<file path="src/rtl/core/dgc_pkg.sv">
// Shared types and constants for the domain gap checker.
// Holds the word structs of both channels and the stage structs between the modules.
// No dependencies.
`timescale 1ns / 1ps

package dgc_pkg;

	// Default width of the used part of the sample count.
	localparam int DGC_COUNT_WIDTH = 24;
	// Fixed width of the sample count field.
	localparam int SAMPLE_W = 24;

	// Item kinds on the input channel.
	typedef enum logic [1:0] {
		ACT_DATA  = 2'd0,
		ACT_DESC  = 2'd1,
		ACT_GAP   = 2'd2,
		ACT_OTHER = 2'd3
	} action_t;

	// Domain kinds carried by a descriptor.
	typedef enum logic [1:0] {
		KIND_INT64  = 2'd0,
		KIND_UINT64 = 2'd1,
		KIND_FLOAT  = 2'd2,
		KIND_OTHER  = 2'd3
	} kind_t;

	// Error codes reported with a result.
	typedef enum logic [1:0] {
		ERR_OK         = 2'd0,
		ERR_EARLY_DATA = 2'd1,
		ERR_GAP_EVENT  = 2'd2
	} err_code_t;

	// One input word.
	typedef struct packed {
		logic [1:0]         action;
		logic               skip_check;
		logic signed [63:0] packet_offset;
		logic [23:0]        sample_count;
		logic               domain_changed;
		logic               domain_present;
		logic               rule_linear;
		logic [1:0]         domain_kind;
		logic signed [63:0] rule_delta;
	} dgc_in_t;

	// One result word.
	typedef struct packed {
		logic               gap_found;
		logic signed [63:0] gap_difference;
		logic               gap_is_float;
		logic [1:0]         error_code;
	} dgc_out_t;

	// Decisions taken in the first stage for one item.
	typedef struct packed {
		logic      upd_exp;
		logic      chk_gap;
		err_code_t err;
	} dgc_ctl_t;

	// Third stage contents: decisions, float flag, delta, difference and its magnitude.
	typedef struct packed {
		logic      chk_gap;
		err_code_t err;
		logic      float_dom;
		logic [63:0] delta;
		logic [63:0] diff;
		logic [63:0] mag;
	} dgc_s3_t;

endpackage

</file>
<file path="src/rtl/core/dgc_decide.sv">
// First stage of the domain gap checker: checker phase, domain state and count times delta.
// Depends on dgc_pkg.
`timescale 1ns / 1ps

module dgc_decide #(
	parameter int COUNT_WIDTH = dgc_pkg::DGC_COUNT_WIDTH,
	localparam int CntW = (COUNT_WIDTH < dgc_pkg::SAMPLE_W) ? COUNT_WIDTH : dgc_pkg::SAMPLE_W
) (
	input  logic               clk,
	input  logic               arst_n,
	input  logic               check_enable,
	input  dgc_pkg::dgc_in_t   item_s1,
	input  logic               advance,
	output dgc_pkg::dgc_ctl_t  ctl_s2,
	output logic               float_s2,
	output logic [63:0]        delta_s2,
	output logic [63:0]        offset_s2,
	output logic [CntW+31:0]   plo_s2,
	output logic [31:0]        phi_s2
);
	import dgc_pkg::*;

	typedef enum logic [1:0] {
		PH_UNINIT = 2'd0,
		PH_NA     = 2'd1,
		PH_INIT   = 2'd2,
		PH_RUN    = 2'd3
	} phase_t;

	phase_t      phase_q, phase_d;
	logic        float_q, float_d;
	logic [63:0] delta_q, delta_d;
	dgc_ctl_t    ctl_d;
	logic [CntW-1:0]  cnt;
	logic [CntW+31:0] plo_c;
	logic [31:0]      phi_c;

	// Count times delta as two partial products over the halves of delta.
	assign cnt   = item_s1.sample_count[CntW-1:0];
	assign plo_c = (CntW + 32)'(cnt) * (CntW + 32)'(delta_q[31:0]);
	assign phi_c = 32'(cnt) * delta_q[63:32];

	// Phase transitions and the decisions handed down the pipeline.
	always_comb begin
		phase_d = phase_q;
		float_d = float_q;
		delta_d = delta_q;
		ctl_d   = '{upd_exp: 1'b0, chk_gap: 1'b0, err: ERR_OK};
		if (check_enable && !item_s1.skip_check) begin
			case (action_t'(item_s1.action))
				ACT_DATA: begin
					case (phase_q)
						PH_UNINIT: ctl_d.err = ERR_EARLY_DATA;
						PH_INIT: begin
							ctl_d.upd_exp = 1'b1;
							phase_d = PH_RUN;
						end
						PH_RUN: begin
							ctl_d.upd_exp = 1'b1;
							ctl_d.chk_gap = 1'b1;
						end
						default: ;
					endcase
				end
				ACT_DESC: begin
					if (!item_s1.domain_changed) begin
						if (phase_q == PH_UNINIT)
							phase_d = PH_NA;
					end else if (!item_s1.domain_present || !item_s1.rule_linear ||
							kind_t'(item_s1.domain_kind) == KIND_OTHER) begin
						phase_d = PH_NA;
					end else begin
						float_d = (kind_t'(item_s1.domain_kind) == KIND_FLOAT);
						delta_d = item_s1.rule_delta;
						phase_d = PH_INIT;
					end
				end
				ACT_GAP: ctl_d.err = ERR_GAP_EVENT;
				default: ;
			endcase
		end
	end

	// Domain state moves once per item as it leaves this stage.
	always_ff @(posedge clk or negedge arst_n) begin
		if (!arst_n) begin
			phase_q <= PH_UNINIT;
			float_q <= 1'b0;
			delta_q <= '0;
		end else if (advance) begin
			phase_q <= phase_d;
			float_q <= float_d;
			delta_q <= delta_d;
		end
	end

	// Second stage payload.
	always_ff @(posedge clk) begin
		if (advance) begin
			ctl_s2    <= ctl_d;
			float_s2  <= float_q;
			delta_s2  <= delta_q;
			offset_s2 <= item_s1.packet_offset;
			plo_s2    <= plo_c;
			phi_s2    <= phi_c;
		end
	end

endmodule

</file>
<file path="config.mk">
export PLATFORM = sky130hd
export DESIGN_NAME = dgc_decide
export DESIGN_NICKNAME = d
export VERILOG_FILES = /design/src/rtl/core/dgc_pkg.sv /design/src/rtl/core/dgc_decide.sv
export SDC_FILE = /design/constraint.sdc
export NUM_CORES = 2
export LEC_CHECK = 0
export BUFFER_PORTS_ARGS = -buffer_cell sky130_fd_sc_hd__buf_2
export CAP_MARGIN = 20
export CORE_AREA = 2 2 295 297
export CTS_BUF_LIST = sky130_fd_sc_hd__clkbuf_16
export DETAILED_ROUTE_END_ITERATION = 8
export DIE_AREA = 0 0 297 299
export GPL_ROUTABILITY_DRIVEN = 0
export PLACE_DENSITY = 0.9
export SLEW_MARGIN = 20
export SYNTH_ARGS = -nofsm -noshare
export SYNTH_HDL_FRONTEND = slang
export SYNTH_SLANG_ARGS = --single-unit
</file>
<file path="constraint.sdc">
create_clock -name clk -period 7.3 [get_ports clk]
set_input_delay 0.73 -clock clk [delete_from_list [all_inputs] [get_ports clk]]
set_output_delay 0.73 -clock clk [all_outputs]
set_load 0.05 [all_outputs]
</file>
Word-level counts from Yosys, hierarchy flattened

Index checks and enable logic that the tools add are counted.

Output and inout bits: 221
Logic and storage cells: 44
Bits in registers: 288

Bitwise operators: 1
Multiplexer cells: 9
Equality and inequality tests: 8
Reduce and logical (&&, ||, !) cells: 13
Multiply operators: 2

Operator list:

| cell                 | number |
|---|---|
| $mul A24 B32 Y56     | 1 |
| $mul A24 B32 Y32     | 1 |
| $eq A2 B2 Y1 const B | 5 |
| $reduce_and A5 Y1    | 2 |
| $mux W2              | 4 |
| $pmux W2 S2          | 2 |
| $logic_not A2 Y1     | 2 |
| $logic_not A1 Y1     | 3 |
| $mux W1              | 3 |
| $ne A3 B3 Y1 const B | 1 |
| $eq A2 B1 Y1 const B | 1 |
| $logic_or A1 B1 Y1   | 2 |
| $ne A2 B1 Y1 const B | 1 |
| $reduce_and A2 Y1    | 1 |
| $reduce_bool A2 Y1   | 1 |
| $reduce_or A2 Y1     | 1 |
| $logic_and A1 B1 Y1  | 1 |
| $not A1 Y1           | 1 |

Depth between registers and ports, before layout

Depth in word-level cells: 6
Mapped depth: 27
Gate-level depth less buffers: 25

Least setup slack after synthesis

OpenSTA, ideal clock, no wires.

Kind: in2reg
Start point: input item_s1[73] in the netlist's numbering
End point: register plo_s2[52], data pin
Setup time: 0.260 ns
Cell stages on the path: 26
Setup slack: -0.199 ns
Arrival time: 7.239 ns
Cell sequence: clkbuf_1 -> clkbuf_1 -> clkbuf_1 -> nand2_1 -> fa_1 -> inv_1 -> fa_1 -> inv_1 -> fa_1 -> fa_1 -> inv_1 -> fa_1 -> fa_1 -> inv_1 -> fa_1 -> inv_1 -> ha_1 -> a21oi_2 -> o21ai_1 -> a22o_1 -> o41a_1 -> nand2_1 -> o211ai_2 -> a311o_1 -> a221oi_2 -> xnor2_1

Cells in the longest elaborated chain, start to end: 1

RTL lines:

| item                 | line              | source |
|---|---|---|
| from (decl)          | dgc_decide.sv:12  | `input dgc_pkg::dgc_in_t item_s1,` |
| $mul A24 B32 Y56     | dgc_decide.sv:40  | `assign plo_c = (CntW + 32)'(cnt) * (CntW + 32)'(delta_q[31:0]);` |
| via plo_c[52]        | dgc_decide.sv:35  | `logic [CntW+31:0] plo_c;` |
| to (signal assigned) | dgc_decide.sv:104 | `plo_s2 <= plo_c;` |
| to (decl)            | dgc_decide.sv:18  | `output logic [CntW+31:0] plo_s2,` |

The timed path passes the listed nets, and every way through them passes these cells.
A chain may end at the register's enable or synchronous reset.

Worst setup path in the final report

Start point: input item_s1[70] in the netlist's numbering
End point: register plo_s2[52], data pin

The elaborated chain is that of the path after synthesis.

==> qor.yml <==
timing:
  fmaxAchievable_ghz: 0.140
  relSlewSlack_pct: 31.5
  finalSetupViolCount: 0
  finalMaxSlewViolations: 0
  tightest_slew_ns: 1.03
  skew_ns: 0.0334
  fin_crit_sh_pct: 98.1
  fin_ws_ns: 0.142
  period_needed_ns: 7.16
  rsz0062_at_grt: "true"
  hold_viol: 0
worst_setup_path:
  cp_data_arrival_time_ns: 7.48
  crit_type: "input port to flop"
  end_kind: "flop"
  required_ns: 7.62
  worstPathMaxFanout: 20
  cp-start-kind: "input port"
clock_tree:
  clockBufferDepth: 3
  clock_latency_ns: 0.60
  clkTransAtPathRegs_ns: 0.07
  cts_sinks: 288
  numCtsBuffers: 35
  cts_tree: "done"
  cts-root-buf: "clkbuf_16"
  htree_levels: 2
logic_synthesis:
  synth_fp_nets: 6322
  yosys.cell_types.count: 73
  yosysTopAreaCellShare_pct: 43.4
  synthCells: 4838
  muxShareOfSynthArea_pct: 1.49
  synth_compound_area_share_pct: 3.08
  synth_edf_count: 221
  synthTopCellsByCount: "inv_1, fa_1, nand2_1"
  yosys_register_bits: 288
  syn_area_per_cell_sq_um: 9.99
  synth_seq_area_share_pct: 17.2
  synth-xor-area-share_pct: 2.12
  synthAdderAreaFrac_pct: 50.5
  yosys.area_share.simple_pct: 14.9
  synth_area_sq_mm: 0.0483
  synth_largest_area_cell: "fa_1"
  yosysWarnings: 0
  synth_flop_cell: "edfxtp_1"
  netlist_top_cells_area: "fa_1, edfxtp_1, inv_1, and2_1, ha_1"
  synthMostInstantiatedCell: "inv_1"
  async_flop_share_pct: 23.3
  synth_top_family_by_area: "adder cells"
routing:
  viasPerCell: 5.62
  drt-initial-drc-count: 3293
  finalWirelength_um: 135000
  ant_nets: 0
  wire_per_inst_um: 20.7
  drtPass1Iterations: 7
  vias: 36716
  drc: 0
layout:
  drive_gt1_share_pct: 16.6
  areaGrowthSynthToFinish_pct: 13.9
  nets: 6832
  n_fill_cell: 6153
power_and_ir_drop:
  cellLeakagePower_nw: 27.3
  p_total_w: 0.0125
  peakVddDrop_v: 0.000293
  powerDensity_mw_per_mm2: 228
die:
  start_util_pct: 56.2
  coreArea_sq_mm: 0.0859
  dieArea_sq_mm: 0.0888
  boundaryPins: 385
  die_h_um: 299
  dieWidth_um: 297
  rows: 108
grt:
  grt_start_max_net_pins: 85
  antenna_found_initial: 14
  grt_pass1_wl_um: 216000
  gr-total-overflow: 0
  grt_pass1_vias: 41846
  grtUsageTotal_pct: 31.3
place:
  port_buffers: 384
  post-place-ws_ns: -0.539
  hpwl_um: 106000
job:
  drv_cap: 0
outcome:
  status: "completed"
hold_path:
  hold_class: "input port to flop"
## cell families after synthesis
group | count (synthesis)
AND/OR/NAND/NOR | 1444
buffers and inverters | 1383
adder cells (fa/ha/maj) | 1320
flip-flops | 288
AO/OA/AOI/OAI | 222
XOR/XNOR | 117
multiplexers | 64
## repair_timing
action	CTS	global route
setup endpoints to repair	2	25
pin swaps	0	19
endpoints found under the hold margin	14	0
gates resized for setup	6	45
gates cloned	0	1
hold buffers	1	0
buffers inserted	0	5
## layout by cell type, fill, tap and decap left out, drive strengths merged, types with 8 or more instances in the layout
cell type  instances
nand3             17
dfrtp             67
and3              13
ha               273
nor2b             13
inv             1140
nand4              8
mux2              64
and2             618
nor3              18
a21o              20
buf              720
nand2            690
a31oi              8
edfxtp           221
clkinv            13
clkbuf            40
fa              1047
xor2              31
nor2              42
o21ai             49
a21oi             71
o21bai            13
xnor2             86
## where the power goes
part / leakage, nW / switching (W) / total, W / internal, W
Combinational: 23.6 / 0.00498 / 0.00841 / 0.00343
Clock: 0.561 / 0.000774 / 0.00174 / 0.000965
Sequential: 3.12 / 0.000155 / 0.00240 / 0.00224
Total: 27.3 / 0.00591 / 0.0125 / 0.00664
## worst max-delay path: stages
cell and delay, ns:
buf_2 0.42, and2_1 0.24, fa_1 0.45, fa_1 0.56, inv_1 0.07, fa_1 0.50
fa_1 0.51, inv_1 0.05, fa_1 0.50, fa_1 0.52, inv_1 0.06, fa_1 0.48
inv_1 0.04, ha_1 0.33, nand4_1 0.14, nor3_2 0.06, buf_4 0.13, a22o_1 0.24
o41a_1 0.46, nand2_1 0.11, o211ai_2 0.12, a311o_1 0.33, a221oi_2 0.31, xnor2_1 0.09
## worst paths after layout
kind / startpoint / endpoint / slack, ns / cells after the start
setup / recovery: item_s1[70] / plo_s2[52]$_DFFE_PP_ / 0.14 / 24
hold / removal: item_s1[113] / offset_s2[20]$_DFFE_PP_ / 0.31 / 1
setup reg to reg: delta_q[7]$_DFFE_PN0P_ / plo_s2[52]$_DFFE_PP_ / 0.14 / 23
hold reg to reg: float_q$_DFFE_PN0P_ / float_s2$_DFFE_PP_ / 0.46 / 0
max in group asynchronous: arst_n / delta_q[5]$_DFFE_PN0P_ / 5.51 / 3
min in group asynchronous: arst_n / delta_q[18]$_DFFE_PN0P_ / 0.54 / 2
## flip-flops by register name (all words and copies together) (netlist names)
signal and count:
phase_q 2, phi_s2 32, plo_s2 56, float_s2 1, delta_q 64, float_q 1
offset_s2 64, delta_s2 64, ctl_s2 4
## through the flow
step	util, %	cells	hold slack [ns]	setup TNS (ns)	area (sq um)
finish	64.0	6533	0.312	0	55000
global route	64.0	6530	0.303	-0.0701	55000
CTS	63.7	6524	0.291	0	54800
detailed placement	62.4	6459	0.449	-10.46	53600
global placement	62.4	6459	0.436	-4.37	53600
floorplan	-	4838	0.423	0	48300
## final cells by class
cell class | instances | area, sq um | share of cell area, %
inverter | 1130 | 4240 | 7.71
sequential | 288 | 8320 | 15.1
multi-input combinational | 3167 | 35000 | 63.6
timing repair buffer | 726 | 4920 | 8.93
antenna | 3 | 7.51 | 0.0136
clock inverter | 29 | 244 | 0.443
tap | 1155 | 1450 | 2.63
clock buffer | 35 | 876 | 1.59
## routing by layer
| metal | up-vias | share of wire [%] | GRT usage, % |
|---|---|---|---|
| met5 | - | 0.093 | 0 |
| met4 | 18 | 6.7 | 19.0 |
| met3 | 696 | 12 | 7.76 |
| met2 | 2399 | 49 | 52.2 |
| met1 | 18415 | 33 | 36.8 |
| li1 | 15188 | - | - |
No activity file was read; power rests on OpenSTA's default activity.
